**config.mk**
```make
export PLATFORM = sky130hd
export DESIGN_NAME = tmab_ctrl
export DESIGN_NICKNAME = d
export VERILOG_FILES = /design/src/hdl/tmab_pkg.sv /design/src/hdl/tmab_ctrl.sv
export SDC_FILE = /design/constraint.sdc
export NUM_CORES = 1
export LEC_CHECK = 0
export BUFFER_PORTS_ARGS = -buffer_cell sky130_fd_sc_hd__buf_2
export CAP_MARGIN = 20
export CORE_MARGIN = 8
export CORE_UTILIZATION = 50
export DETAILED_ROUTE_END_ITERATION = 6
export PLACE_DENSITY = 0.81
export SETUP_SLACK_MARGIN = 0.05
export SLEW_MARGIN = 25
export SYNTH_ARGS = -nofsm -noshare
export SYNTH_HDL_FRONTEND = slang
export SYNTH_SLANG_ARGS = --single-unit
```
**constraint.sdc**
```tcl
create_clock -name i_clk -period 2.9 [get_ports i_clk]
set_input_delay 0.29 -clock i_clk [delete_from_list [all_inputs] [get_ports i_clk]]
set_output_delay 0.29 -clock i_clk [all_outputs]
set_load 0.005 [all_outputs]
```
**src/hdl/tmab_pkg.sv**
```systemverilog
// Package for the triangle mesh adjacency builder.
// Holds sizes, command, error and register codes, the state enum and the
// controller/datapath command and status structs. No dependencies.
`default_nettype none
package tmab_pkg;
    localparam int MaxVerts = 128;
    localparam int MaxTris  = 64;
    localparam int EdgeCap  = 3 * MaxTris;
    localparam int VW = $clog2(MaxVerts);
    localparam int TW = $clog2(MaxTris);
    localparam int EW = $clog2(EdgeCap);

    localparam logic [1:0] CMD_VERT   = 2'd0;
    localparam logic [1:0] CMD_TRI    = 2'd1;
    localparam logic [1:0] CMD_FINISH = 2'd2;

    localparam logic [2:0] ERR_OK       = 3'd0;
    localparam logic [2:0] ERR_EMPTY    = 3'd1;
    localparam logic [2:0] ERR_POLYS    = 3'd2;
    localparam logic [2:0] ERR_INDEX    = 3'd3;
    localparam logic [2:0] ERR_DEGEN    = 3'd4;
    localparam logic [2:0] ERR_NONMANI  = 3'd5;
    localparam logic [2:0] ERR_VERTS    = 3'd6;

    localparam logic REG_POLY_LIMIT = 1'b0;
    localparam logic REG_EPSILON    = 1'b1;

    typedef enum logic [4:0] {
        S_IDLE, S_PRECHK, S_TRD, S_VRD, S_VRB, S_VRC, S_MUL, S_AREA, S_EDGE, S_SCAN,
        S_EUPD, S_ERR, S_ORD, S_OEDGE, S_OSCAN, S_OEMIT, S_CLEAR
    } t_state;

    // commands from controller to datapath
    typedef struct packed {
        logic       tri_rd;      // read triangle r_tri_idx
        logic       vert_rd;     // read one vertex of the triangle
        logic [1:0] vert_sel;    // which vertex: a, b or c
        logic       mul;         // form products
        logic       area;        // difference and compare
        logic       edge_start;  // load key for edge r_edge_sel, reset scan
        logic       scan_step;   // read or compare one table entry
        logic       edge_upd;    // append or bump entry
        logic       next_edge;
        logic       next_tri;
        logic       rewind;      // zero triangle index, edge select and, without edge_upd, edge tally
        logic       emit_err;
        logic       emit_ok;
        logic       clear;       // tallies back to zero
    } t_cmd;

    // status from datapath to controller
    typedef struct packed {
        logic [2:0] pre_err;   // empty/verts/polys check
        logic       bad_idx;
        logic       repeat_v;
        logic       degen;
        logic       scan_done; // scan reached tally or found
        logic       found;
        logic       full_edge; // found entry already has two
        logic       last_edge;
        logic       last_tri;
    } t_stat;
endpackage
`default_nettype wire

```
**src/hdl/tmab_ctrl.sv**
```systemverilog
// Controller state machine of the adjacency builder.
// Depends on tmab_pkg (state enum, command and status structs).
`default_nettype none
module tmab_ctrl (
    input  wire                   i_clk,
    input  wire                   i_rst_n,
    input  wire                   i_go,
    input  wire tmab_pkg::t_stat  i_stat,
    output tmab_pkg::t_cmd        o_cmd,
    output logic                  o_busy,
    output logic [2:0]            o_err
);
    tmab_pkg::t_state r_state, n_state;
    logic [2:0] r_err, n_err;

    // state register
    always_ff @(posedge i_clk) begin
        if (!i_rst_n) begin
            r_state <= tmab_pkg::S_IDLE;
            r_err   <= tmab_pkg::ERR_OK;
        end else begin
            r_state <= n_state;
            r_err   <= n_err;
        end
    end

    // next state
    always_comb begin
        n_state = r_state;
        n_err   = r_err;
        unique case (r_state)
            tmab_pkg::S_IDLE: if (i_go) n_state = tmab_pkg::S_PRECHK;
            tmab_pkg::S_PRECHK: begin
                n_err = i_stat.pre_err;
                n_state = (i_stat.pre_err != tmab_pkg::ERR_OK) ? tmab_pkg::S_ERR
                                                               : tmab_pkg::S_TRD;
            end
            tmab_pkg::S_TRD: n_state = tmab_pkg::S_VRD;
            tmab_pkg::S_VRD: begin
                if (i_stat.bad_idx) begin
                    n_err = tmab_pkg::ERR_INDEX; n_state = tmab_pkg::S_ERR;
                end else if (i_stat.repeat_v) begin
                    n_err = tmab_pkg::ERR_DEGEN; n_state = tmab_pkg::S_ERR;
                end else n_state = tmab_pkg::S_VRB;
            end
            tmab_pkg::S_VRB:  n_state = tmab_pkg::S_VRC;
            tmab_pkg::S_VRC:  n_state = tmab_pkg::S_MUL;
            tmab_pkg::S_MUL:  n_state = tmab_pkg::S_AREA;
            tmab_pkg::S_AREA: begin
                if (i_stat.degen) begin
                    n_err = tmab_pkg::ERR_DEGEN; n_state = tmab_pkg::S_ERR;
                end else n_state = tmab_pkg::S_EDGE;
            end
            tmab_pkg::S_EDGE: n_state = tmab_pkg::S_SCAN;
            tmab_pkg::S_SCAN: if (i_stat.scan_done) n_state = tmab_pkg::S_EUPD;
            tmab_pkg::S_EUPD: begin
                if (i_stat.found && i_stat.full_edge) begin
                    n_err = tmab_pkg::ERR_NONMANI; n_state = tmab_pkg::S_ERR;
                end else if (!i_stat.last_edge) n_state = tmab_pkg::S_EDGE;
                else if (!i_stat.last_tri) n_state = tmab_pkg::S_TRD;
                else n_state = tmab_pkg::S_ORD;
            end
            tmab_pkg::S_ERR:   n_state = tmab_pkg::S_CLEAR;
            tmab_pkg::S_ORD:   n_state = tmab_pkg::S_OEDGE;
            tmab_pkg::S_OEDGE: n_state = tmab_pkg::S_OSCAN;
            tmab_pkg::S_OSCAN: begin
                if (i_stat.scan_done)
                    n_state = i_stat.last_edge ? tmab_pkg::S_OEMIT : tmab_pkg::S_OEDGE;
            end
            tmab_pkg::S_OEMIT:
                n_state = i_stat.last_tri ? tmab_pkg::S_CLEAR : tmab_pkg::S_ORD;
            tmab_pkg::S_CLEAR: n_state = tmab_pkg::S_IDLE;
            default: n_state = tmab_pkg::S_IDLE;
        endcase
    end

    // outputs
    always_comb begin
        o_cmd = '0;
        unique case (r_state)
            tmab_pkg::S_PRECHK: o_cmd.rewind = 1'b1;
            tmab_pkg::S_TRD:    o_cmd.tri_rd = 1'b1;
            tmab_pkg::S_VRD: begin
                o_cmd.vert_rd  = 1'b1;
                o_cmd.vert_sel = 2'd0;
            end
            tmab_pkg::S_VRB: begin
                o_cmd.vert_rd  = 1'b1;
                o_cmd.vert_sel = 2'd1;
            end
            tmab_pkg::S_VRC: begin
                o_cmd.vert_rd  = 1'b1;
                o_cmd.vert_sel = 2'd2;
            end
            tmab_pkg::S_MUL:    o_cmd.mul = 1'b1;
            tmab_pkg::S_AREA:   o_cmd.area = 1'b1;
            tmab_pkg::S_EDGE:   o_cmd.edge_start = 1'b1;
            tmab_pkg::S_SCAN:   o_cmd.scan_step = 1'b1;
            tmab_pkg::S_EUPD: begin
                o_cmd.edge_upd  = 1'b1;
                o_cmd.next_edge = 1'b1;
                o_cmd.next_tri  = i_stat.last_edge;
                o_cmd.rewind    = i_stat.last_edge && i_stat.last_tri;
            end
            tmab_pkg::S_ERR:   o_cmd.emit_err = 1'b1;
            tmab_pkg::S_ORD:   o_cmd.tri_rd = 1'b1;
            tmab_pkg::S_OEDGE: o_cmd.edge_start = 1'b1;
            tmab_pkg::S_OSCAN: begin
                o_cmd.scan_step = 1'b1;
                o_cmd.next_edge = i_stat.scan_done;
            end
            tmab_pkg::S_OEMIT: begin
                o_cmd.emit_ok  = 1'b1;
                o_cmd.next_tri = 1'b1;
            end
            tmab_pkg::S_CLEAR: o_cmd.clear = 1'b1;
            default: ;
        endcase
    end

    assign o_busy = (r_state != tmab_pkg::S_IDLE);
    assign o_err  = r_err;

    // an error result only follows a nonzero error code
    a_err_code: assert property (@(posedge i_clk) disable iff (!i_rst_n)
        (r_state == tmab_pkg::S_ERR) |-> (r_err != tmab_pkg::ERR_OK))
        else $error("error emitted with ok code");
    // an error result always passes on to the clearing step
    a_clear: assert property (@(posedge i_clk) disable iff (!i_rst_n)
        (r_state == tmab_pkg::S_ERR) |=> (r_state == tmab_pkg::S_CLEAR))
        else $error("error not followed by clear");
    // idle is only left on a finish request
    a_go: assert property (@(posedge i_clk) disable iff (!i_rst_n)
        (r_state == tmab_pkg::S_IDLE && !i_go) |=> (r_state == tmab_pkg::S_IDLE))
        else $error("left idle without request");
endmodule
`default_nettype wire

```
==> Word level (Yosys, flattened, before mapping) <==
Cells that the tools add are included.
{ "op_classes": {"mux": 31, "eq_ne": 22, "reduce_logical": 11} }
{ "ops": {"columns": ["cell", "count"], "rows": [
  ["case mux 5 bit (16 select lines)", 1],
  ["equality test 5 x 4 -> 1 bit (second input constant)", 8],
  ["two-way mux 4 bit", 6],
  ["equality test 5 x 3 -> 1 bit (second input constant)", 4],
  ["two-way mux 5 bit", 4],
  ["two-way mux 3 bit", 4],
  ["case mux 3 bit (4 select lines)", 1],
  ["equality test 5 x 2 -> 1 bit (second input constant)", 2],
  ["!= test 2 bit (second input constant)", 5],
  ["two-way mux 1 bit", 9],
  ["case mux 3 bit (3 select lines)", 1],
  ["case mux 1 bit (2 select lines)", 3],
  ["OR reduction 2 bit", 3],
  ["equality test 5 x 1 -> 1 bit (second input constant)", 1],
  ["equality test 5 bit (second input constant)", 1],
  ["logical NOT 5 bit", 1],
  ["nonzero test 5 bit", 1],
  ["two-way mux 2 bit", 2],
  ["AND reduction 4 bit", 1],
  ["nonzero test 4 bit", 1],
  ["!= test 3 bit (second input constant)", 1],
  ["AND reduction 3 bit", 1],
  ["nonzero test 3 bit", 1],
  ["logical AND 1 bit", 2]
]} }
{ "totals": {"regBits": 8, "output_inout_bits": 19, "word_cells": 66, "input_bits": 14} }

==> Depth between registers and ports, before layout <==
Gate-level depths: netlist of run 1.
{ "logic_depth": {"depth_word": 4, "ltp_mapped": 6, "mapped_depth_nobuf": 4} }

==> Worst setup path after synthesis of run 1 <==
OpenSTA, ideal clock, no wires.
{ "synth_timing": {"path_type": "reg2reg", "startpoint": "reg r_state[0]", "endpoint": "reg r_err[2] (netlist: o_err[2])", "t_required_ns": 2.779, "synth_period_minus_slack_ns": 1.606, "path_slack_ns": 1.294, "path_buffers": 1, "t_arrival_ns": 1.485, "stages_incl_launch_ff": 6, "path_cell_list": "dfxtp_1 buf_4 or2b_1 nor3_4 a2111o_1 mux2_4"} }
{ "synth_between": {"elab_chain_len": 3, "elab_cells_between_ends": 10, "classes_between": "7 x eq/ne; 1 x mux; 2 x reduce/logical"} }
{ "synth_lines": {"columns": ["item", "line_no", "text"], "rows": [
  ["start, declared", "tmab_ctrl.sv:13", "tmab_pkg::t_state r_state, n_state;"],
  ["start signal, assigned", "tmab_ctrl.sv:19", "r_state <= tmab_pkg::S_IDLE;"],
  ["start signal, assigned", "tmab_ctrl.sv:22", "r_state <= n_state;"],
  ["equality test 5 x 2 -> 1 bit (tied with other cells)", "tmab_ctrl.sv:31", "unique case (r_state)"],
  ["!= test 3 bit (no source line) (tied with other cells)", null, null],
  ["AND reduction 4 bit (no source line)", null, null],
  ["end signal, assigned", "tmab_ctrl.sv:20", "r_err <= tmab_pkg::ERR_OK;"],
  ["end signal, assigned", "tmab_ctrl.sv:23", "r_err <= n_err;"],
  ["end, declared", "tmab_ctrl.sv:14", "logic [2:0] r_err, n_err;"]
]} }
Several ways; a longest one is shown, not always the timed one.
A chain may end at the register's enable or synchronous reset.

==> run_results.csv, run 1 <==
group,metric,value,unit
cells_and_area,layout-drive-gt1-share,28.0,%
power,leakagePower,0.000456,uW
grt,grt.total_usage,15.3,%
cells_and_area,n_antenna_cell,0,
sta,relSlewSlack,48.8,%
placed_design,place_inst,157,
clocking,clkSinkCount,8,
cells_and_area,fin_nets,159,
clocking,cts-htree-levels,1,
placed_design,hpwl,1930,um
grt,antenna_found_initial,0,
sta,min_period_over_period,78.5,%
setup_path,crit_chain,"or2b_1 > nor3_4 > a32o_1 > buf_2",
logic_synthesis,synth_nets,133,
outcome,status,"complete, no violations",
cells_and_area,layout_commonest_cell,"buf_2",
routing,ant_nets,0,
cells_and_area,layout_common_cells,"buf_2 (32), nor2_1 (11), nand2_1 (9)",
placed_design,io_buffers,32,
setup_path,path_class,"reg -> out",
clocking,cts_hold_buffers,0,
logic_synthesis,synth-edff-count,0,
clocking,path_clk_slew,60,ps
placed_design,dpl_cell_area,991,um2
clocking,cts_buffer_depth,2,
routing,drtPass1Iterations,4,
routing,drc,0,
sta,rsz0062_at_grt,"no",
sta,fin_ws,623,ps
floorplanning,rows,15,
cells_and_area,fin_area,1010,um2
logic_synthesis,synth_cell_types,53,
logic_synthesis,synth_top_area_share,18.2,%
floorplanning,die_area,3360,um2
cells_and_area,syn_to_final_growth,15.2,%
grt,grt_pass1_vias,920,
power,power_density,753,nW/um2
setup_path,worstSetupEndpointType,"primary output",
sta,fin_skew,8.01,ps
setup_path,critPathMaxFanout,20,
setup_path,critPathSlowestCell,"dfxtp_1",
routing,drt-initial-drc-count,56,
floorplanning,fp.coreArea,1690,um2
setup_path,crit_buf_inv,1,
placed_design,place_ws,824,ps
sta,tns,0,ps
floorplanning,start_util,52.1,%
run,cap_violations,0,
power,max-vdd-ir-drop,0.420,mV
logic_synthesis,ys.flop_type,"dfxtp_1",
logic_synthesis,syn_inst,119,
clocking,ctsResizeCount,0,
sta,layout_min_cycle_time,2280,ps
grt,grt_max_degree,23,
floorplanning,pin_count,33,
routing,routed_wl,2660,um
clocking,cts_setup_buffers,0,
setup_path,cpPeakStageDelay,740,ps
clocking,cts_tree,"yes",
routing,wl_per_cell,16.6,um
sta,slew_violations,0,
setup_path,arrival,1990,ps
logic_synthesis,avgSynthCellArea,7.39,um2
logic_synthesis,yosysWarnings,0,
power,total_power,763,uW
setup_path,crit_family,"flip-flops",
logic_synthesis,synth_area_leader_cell,"dfxtp_1",
setup_path,crit_required,2610,ps
logic_synthesis,synth_seq_area_share,18.2,%
setup_path,crit_path_start_kind,"flop",
min_path,hp-class,"in -> reg",
placed_design,gp_congestion,0.933,
clocking,insertion_delay,250,ps
sta,finalHoldViolations,0,
sta,fmax,0.439,GHz
grt,grt_overflow,0,
logic_synthesis,postSynth.asyncResetShare,0,%
floorplanning,die_x,57.9,um
logic_synthesis,ys_ff_latch,8,
grt,grt_pass1_wl,4110,um
logic_synthesis,netlist_top_cells_area,"dfxtp_1 (18%), nor2_1 (4.7%), nor3_1 (4.6%)",
sta,setup_viol,0,
clocking,cts_root_buf,"clkbuf_4",
floorplanning,die_h,57.9,um
cells_and_area,final_cells,160,
clocking,cts_buffers,3,
sta,tightest_slew,767,ps
logic_synthesis,synth_area,880,um2
routing,vias,1042,
routing,via_per_inst,6.51,
==> power by group <==
group	internal (uW)	total, uW	switching (uW)
clock	47.2	83.2	36.0
sequential	145	237	91.2
combinational	209	443	234
total	401	763	362
==> Yosys cell counts, types with 2 or more instances <==
cell type  count
nand3b_1       3
inv_1          5
buf_4          3
a221o_1        2
nand2_1        9
dfxtp_1        8
clkbuf_1       4
o21ai_0        8
nor4b_1        2
a21oi_1        4
nor3_1         8
o21a_1         2
mux2i_1        2
buf_6          2
nor2b_1        4
nand2b_1       3
buf_2          2
nor2_1        11
and2_1         3
==> layer usage <==
metal	vias up	global-route usage (%)	wire length [um]
met5	-	0	0
met4	0	3.50	17
met3	8	5.52	277
met2	69	27.4	1370
met1	473	16.7	991
li1	492	-	-
==> registers in the layout, summed over array words and instances, names as in the netlist <==
| name | flops |
|---|---|
| r_state | 5 |
| o_err | 3 |
==> logic make-up after synthesis <==
family / synth area share, %
xor gates and xnor gates: 0.996
AOI/OAI and AO/OA: 29.7
buffers and inverters: 10.1
muxes: 3.98
and+or+nand+nor: 37.0
DFF: 18.2
==> through the flow <==
step / hold slack (ps) / util (%)
after floorplan: 455 / -
after global placement: 448 / 58.7
after detailed placement: 462 / 58.7
after CTS: 378 / 60.0
after global routing: 386 / 60.0
final: 387 / 60.0
==> final cells by class <==
class | count | area, um2
fillers | 159 | 676
multi-input cells | 95 | 631
flip-flops and latches | 8 | 160
repair buffers | 32 | 160
clock buffers | 3 | 22.5
well taps | 17 | 21.3
inverters | 5 | 18.8
==> worst paths after layout <==
check,depth (start not counted),slack (ps),endpoint,startpoint
worst max-delay path,4,620,o_cmd[3],r_state[1]
worst max register to register,4,740,o_err[2],r_state[1]
worst min register to register,2,470,o_err[0],o_err[0]
worst min-delay path,2,390,r_state[2],i_rst_n
No activity file was read; power rests on OpenSTA's default activity.
==> run 2, diff against run 1 <==
CORE_UTILIZATION = 43   (was 50)
PLACE_DENSITY = 0.74   (was 0.81)
clock period = 2 ns   (was 2.9 ns; I/O delays follow)
==> run 2 against run 1 <==
Compared with the run above:
- routed wire length increased by 4.2%
- sequential share of layout area shrank 0.81 points
- non-clock buffer count is 8 higher
- first-iteration DRC count down 48%
- utilization is 3.7 points lower
==> run_results.csv, run 2 (synthesis results as in run 1) <==
group,metric,value,unit
cells_and_area,syn_to_final_growth,24.3,%
placed_design,dpl_cell_area,1060,um2
routing,drt-initial-drc-count,29,
sta,setup_viol,0,
clocking,cts_buffers,3,
setup_path,crit_required,1800,ps
clocking,cts_hold_buffers,0,
sta,fmax,0.533,GHz
sta,fin_hold_ws,280,ps
grt,grt_pass1_wl,4660,um
cells_and_area,layout_common_cells,"buf_2 (32), nor2_1 (11), nand2_1 (9)",
cells_and_area,utilization,56.3,%
grt,grt_pass1_vias,1082,
cells_and_area,largest_reg_flops,5,
cells_and_area,n_antenna_cell,0,
clocking,cts-htree-levels,1,
setup_path,crit-reg2reg-launch,"r_state[3]",
setup_path,r2r-end,"o_err[2]",
sta,finalHoldViolations,0,
power,max-vdd-ir-drop,0.628,mV
sta,fin_skew,4.78,ps
setup_path,arrival,1680,ps
clocking,insertion_delay,260,ps
setup_path,path_class,"reg -> out",
clocking,cts_root_buf,"clkbuf_4",
routing,routed_wl,2770,um
sta,slew_violations,0,
sta,tightest_slew,430,ps
sta,min_period_over_period,93.8,%
power,power_density,1080,nW/um2
power,leakagePower,0.000497,uW
clocking,path_clk_slew,60,ps
cells_and_area,top_register,"r_state",
sta,layout_min_cycle_time,1880,ps
min_path,hp-class,"in -> reg",
placed_design,gp_congestion,0.911,
grt,grt.total_usage,15.9,%
sta,rsz0062_at_grt,"no",
grt,grt_overflow,0,
clocking,clkSinkCount,8,
outcome,status,"complete, no violations",
sta,tns,0,ps
cells_and_area,fin_area,1090,um2
cells_and_area,layout_commonest_cell,"buf_2",
floorplanning,die_x,61.2,um
routing,wl_per_cell,15.6,um
cells_and_area,layout-drive-gt1-share,33.8,%
clocking,cts_setup_buffers,0,
run,cap_violations,0,
placed_design,io_buffers,32,
sta,relSlewSlack,71.2,%
floorplanning,rows,16,
setup_path,crit_path_start_kind,"flop",
setup_path,r2r_cells,4,
setup_path,r2r_slack,210,ps
floorplanning,pin_count,33,
cells_and_area,final_cells,178,
clocking,cts_tree,"yes",
routing,vias,1046,
setup_path,cp-startpoint,"r_state[1]",
routing,drtPass1Iterations,4,
placed_design,hpwl,2170,um
setup_path,crit_end,"o_cmd[13]",
grt,grt_max_degree,20,
floorplanning,die_h,61.2,um
routing,via_per_inst,5.88,
routing,drc,0,
setup_path,worstSetupEndpointType,"primary output",
clocking,cts_buffer_depth,2,
floorplanning,start_util,45.3,%
grt,antenna_found_initial,0,
placed_design,place_inst,175,
cells_and_area,fin_nets,167,
routing,ant_nets,0,
floorplanning,fp.coreArea,1940,um2
setup_path,critPathMaxFanout,13,
floorplanning,die_area,3750,um2
## run 2: cell types whose count changed in the layout (fill, tap and decap cells not counted)
cell / previous run / this run
buf_4: 0 / 7
buf_6: 0 / 1
dfxtp_2: 0 / 3
dfxtp_1: 8 / 5
## run 2: what timing repair did
action                                  in CTS  in global routing
gates resized for setup                      3                  1
pin swaps                                    0                  0
cloned                                       0                  0
endpoints found under the setup margin       2                  1
## run 2: final cells by class
type,instances,area [um2]
inverter,5,18.8
clock buffer,3,22.5
sequential,8,164
multi-input combinational,95,631
tap,27,33.8
fill,220,848
timing repair buffer,40,224
## run 2: how the worst min path moves through the flow
stage,from,to,cells past startpoint
floorplan,i_stat[0],r_state[4],1
global placement,o_err[0],o_err[0],2
detailed placement,o_err[0],o_err[0],2
CTS,i_rst_n,r_state[2],2
global route,i_rst_n,r_state[2],2
finish,i_rst_n,r_state[2],2
## run 2: layer usage
metal	track usage (%)	wire (um)
met3	3.34	144
met2	28.4	1410
met4	3.32	29
met5	0	0
met1	18.7	1190
## run 2: through the flow
stage          setup slack, ps  power, uW
2_1_floorplan              394        832
3_3_place_gp               200       1020
3_5_place_dp               185       1040
4_1_cts                   99.5       1180
5_1_grt                   54.3       1280
6_report                   123       1180
## run 2: power breakdown
group / internal, uW / total (uW) / switching (uW)
Sequential: 215 / 304 / 89.3
Clock: 69.2 / 132 / 63.0
Combinational: 355 / 746 / 391
## run 2: worst max-delay path: stages, from the launching register on
cell	delay [ps]
dfxtp_2	420
buf_6	180
nand2_1	90
buf_4	170
or3_1	330
o21ai_0	80
buf_2	140
==> run 3, diff against run 2 <==
ABC_AREA = 1   (was unset)
CORE_UTILIZATION = 42   (was 43)
==> run 3 against run 2 <==
Compared with the run above:
- cell count increased by 15%
- synthesized area shrank 10%
- critical path depth fell by 1
- largest power group unchanged
- utilization is 0.46 points higher
- clock power grew 4%
- flip-flop and latch count unchanged
- critical path type unchanged
- total power is 10% lower
- clock skew fell by 2.9 ps
- register-to-register slack better by 250 ps
- routed wire length decreased by 12%
==> run_results.csv, run 3 <==
group,metric,value,unit
clocking,cts_root_buf,"clkbuf_4",
setup_path,crit_family,"flip-flops",
power,max-vdd-ir-drop,0.829,mV
cells_and_area,layout_common_cells,"nand2_1 (37), nor2_1 (34), buf_2 (32)",
logic_synthesis,synth_area_leader_cell,"dfxtp_1",
routing,drt-initial-drc-count,41,
grt,grt_pass1_wl,4230,um
setup_path,path_class,"reg -> out",
logic_synthesis,ys_ff_latch,8,
logic_synthesis,synth_area,792,um2
floorplanning,start_util,45.4,%
clocking,clkSinkCount,8,
setup_path,arrival,1480,ps
floorplanning,fp.coreArea,1750,um2
floorplanning,die_area,3530,um2
cells_and_area,fin_nets,196,
clocking,cts_buffers,3,
grt,grt_overflow,0,
clocking,cts_buffer_depth,2,
sta,relSlewSlack,74.3,%
placed_design,place_inst,202,
setup_path,critPathMaxFanout,9,
logic_synthesis,synth_most_common_cell,"nand2_1",
setup_path,crit_chain,"nand3_2 > nor2_2 > a21oi_1 > inv_1 > buf_2",
floorplanning,die_h,59.4,um
logic_synthesis,synth_top_cells_by_count,"nand2_1 (37), nor2_1 (34), inv_1 (18)",
sta,fin_skew,1.91,ps
sta,rsz0062_at_grt,"no",
clocking,cts_tree,"yes",
logic_synthesis,synth-edff-count,0,
clocking,cts_setup_buffers,0,
clocking,path_clk_slew,60,ps
floorplanning,rows,15,
routing,drtPass1Iterations,4,
routing,ant_nets,0,
logic_synthesis,yosysWarnings,0,
cells_and_area,layout-drive-gt1-share,29.4,%
setup_path,cpPeakStageDelay,550,ps
sta,layout_min_cycle_time,1680,ps
logic_synthesis,netlist_top_cells_area,"dfxtp_1 (20%), nand2_1 (18%), nor2_1 (16%)",
grt,antenna_found_initial,0,
cells_and_area,final_cells,205,
sta,min_period_over_period,83.8,%
sta,tns,0,ps
logic_synthesis,syn_inst,147,
placed_design,io_buffers,32,
routing,routed_wl,2450,um
routing,drc,0,
power,leakagePower,0.000598,uW
clocking,cts_hold_buffers,0,
setup_path,crit_path_start_kind,"flop",
placed_design,hpwl,2020,um
setup_path,crit_required,1800,ps
floorplanning,pin_count,33,
logic_synthesis,synth_cell_types,20,
cells_and_area,n_antenna_cell,0,
cells_and_area,largest_reg_flops,5,
grt,grt_max_degree,10,
clocking,cts-htree-levels,1,
clocking,insertion_delay,270,ps
setup_path,worstSetupEndpointType,"primary output",
logic_synthesis,synth_seq_area_share,20.2,%
sta,finalHoldViolations,0,
floorplanning,die_x,59.4,um
grt,grt_pass1_vias,998,
clocking,ctsResizeCount,0,
setup_path,crit_buf_inv,2,
sta,fmax,0.597,GHz
setup_path,critPathSlowestCell,"dfxtp_1",
placed_design,gp_congestion,0.929,
power,power_density,1070,nW/um2
cells_and_area,syn_to_final_growth,25.1,%
cells_and_area,top_register,"r_state",
sta,slew_violations,0,
logic_synthesis,avgSynthCellArea,5.39,um2
outcome,status,"complete, no violations",
run,cap_violations,0,
logic_synthesis,synth_top_area_share,20.2,%
routing,wl_per_cell,11.9,um
logic_synthesis,synth_nets,161,
min_path,hp-class,"in -> reg",
routing,vias,1023,
sta,tightest_slew,385,ps
routing,via_per_inst,4.99,
power,total_power,1060,uW
logic_synthesis,ys.flop_type,"dfxtp_1",
sta,setup_viol,0,
cells_and_area,layout_commonest_cell,"nand2_1",
logic_synthesis,postSynth.asyncResetShare,0,%
grt,grt.total_usage,15.4,%
-- run 3: final timing paths --
| kind | from | endpoint | slack (ps) | depth (start not counted) |
|---|---|---|---|---|
| max | r_state[2] | o_cmd[5] | 320 | 5 |
| min | i_rst_n | o_err[2] | 190 | 3 |
| max reg2reg | r_state[1] | o_err[1] | 460 | 9 |
| min reg2reg | o_err[2] | o_err[2] | 490 | 2 |
-- run 3: worst reg2reg max path, delay by kind of cell (launching register included) --
| family | cells | cell delay [ps] |
|---|---|---|
| DFF | 1 | 540 |
| and+or+nand+nor | 8 | 790 |
| buffers and inverters | 1 | 110 |
-- run 3: area by class of cell --
class,count,area (um2)
multi-input combinational,112,523
tap,25,31.3
clock buffer,3,22.5
inverter,25,93.8
fill,198,754
sequential,8,160
timing repair buffer,32,160
-- run 3: kinds of logic after synthesis --
family	share of synthesized area [%]
AO/OA/AOI/OAI	11.8
flip-flops	20.2
buffers and inverters	13.7
AND/OR/NAND/NOR	54.2
-- run 3: layer usage --
layer	vias to the layer above	part of all wire (%)	track usage, %
met5	-	0	0
met4	0	2.0	6.48
met3	7	5.5	3.69
met2	24	47	25.4
met1	462	45	18.3
li1	530	-	-
-- run 3: where the power goes --
group	leakage [uW]	internal, uW	switching, uW
Clock	0.0000138	69.5	67.6
Sequential	0.0000656	217	64.3
Combinational	0.000519	241	406
-- run 3: metrics by stage --
step	area, um2	hold slack, ps	utilization [%]	worst slack, ps
after floorplan	792	320	-	755
after global placement	968	470	55.5	515
after detailed placement	968	478	55.5	502
after CTS	991	200	56.8	334
after global routing	991	225	56.8	183
final	991	194	56.8	324
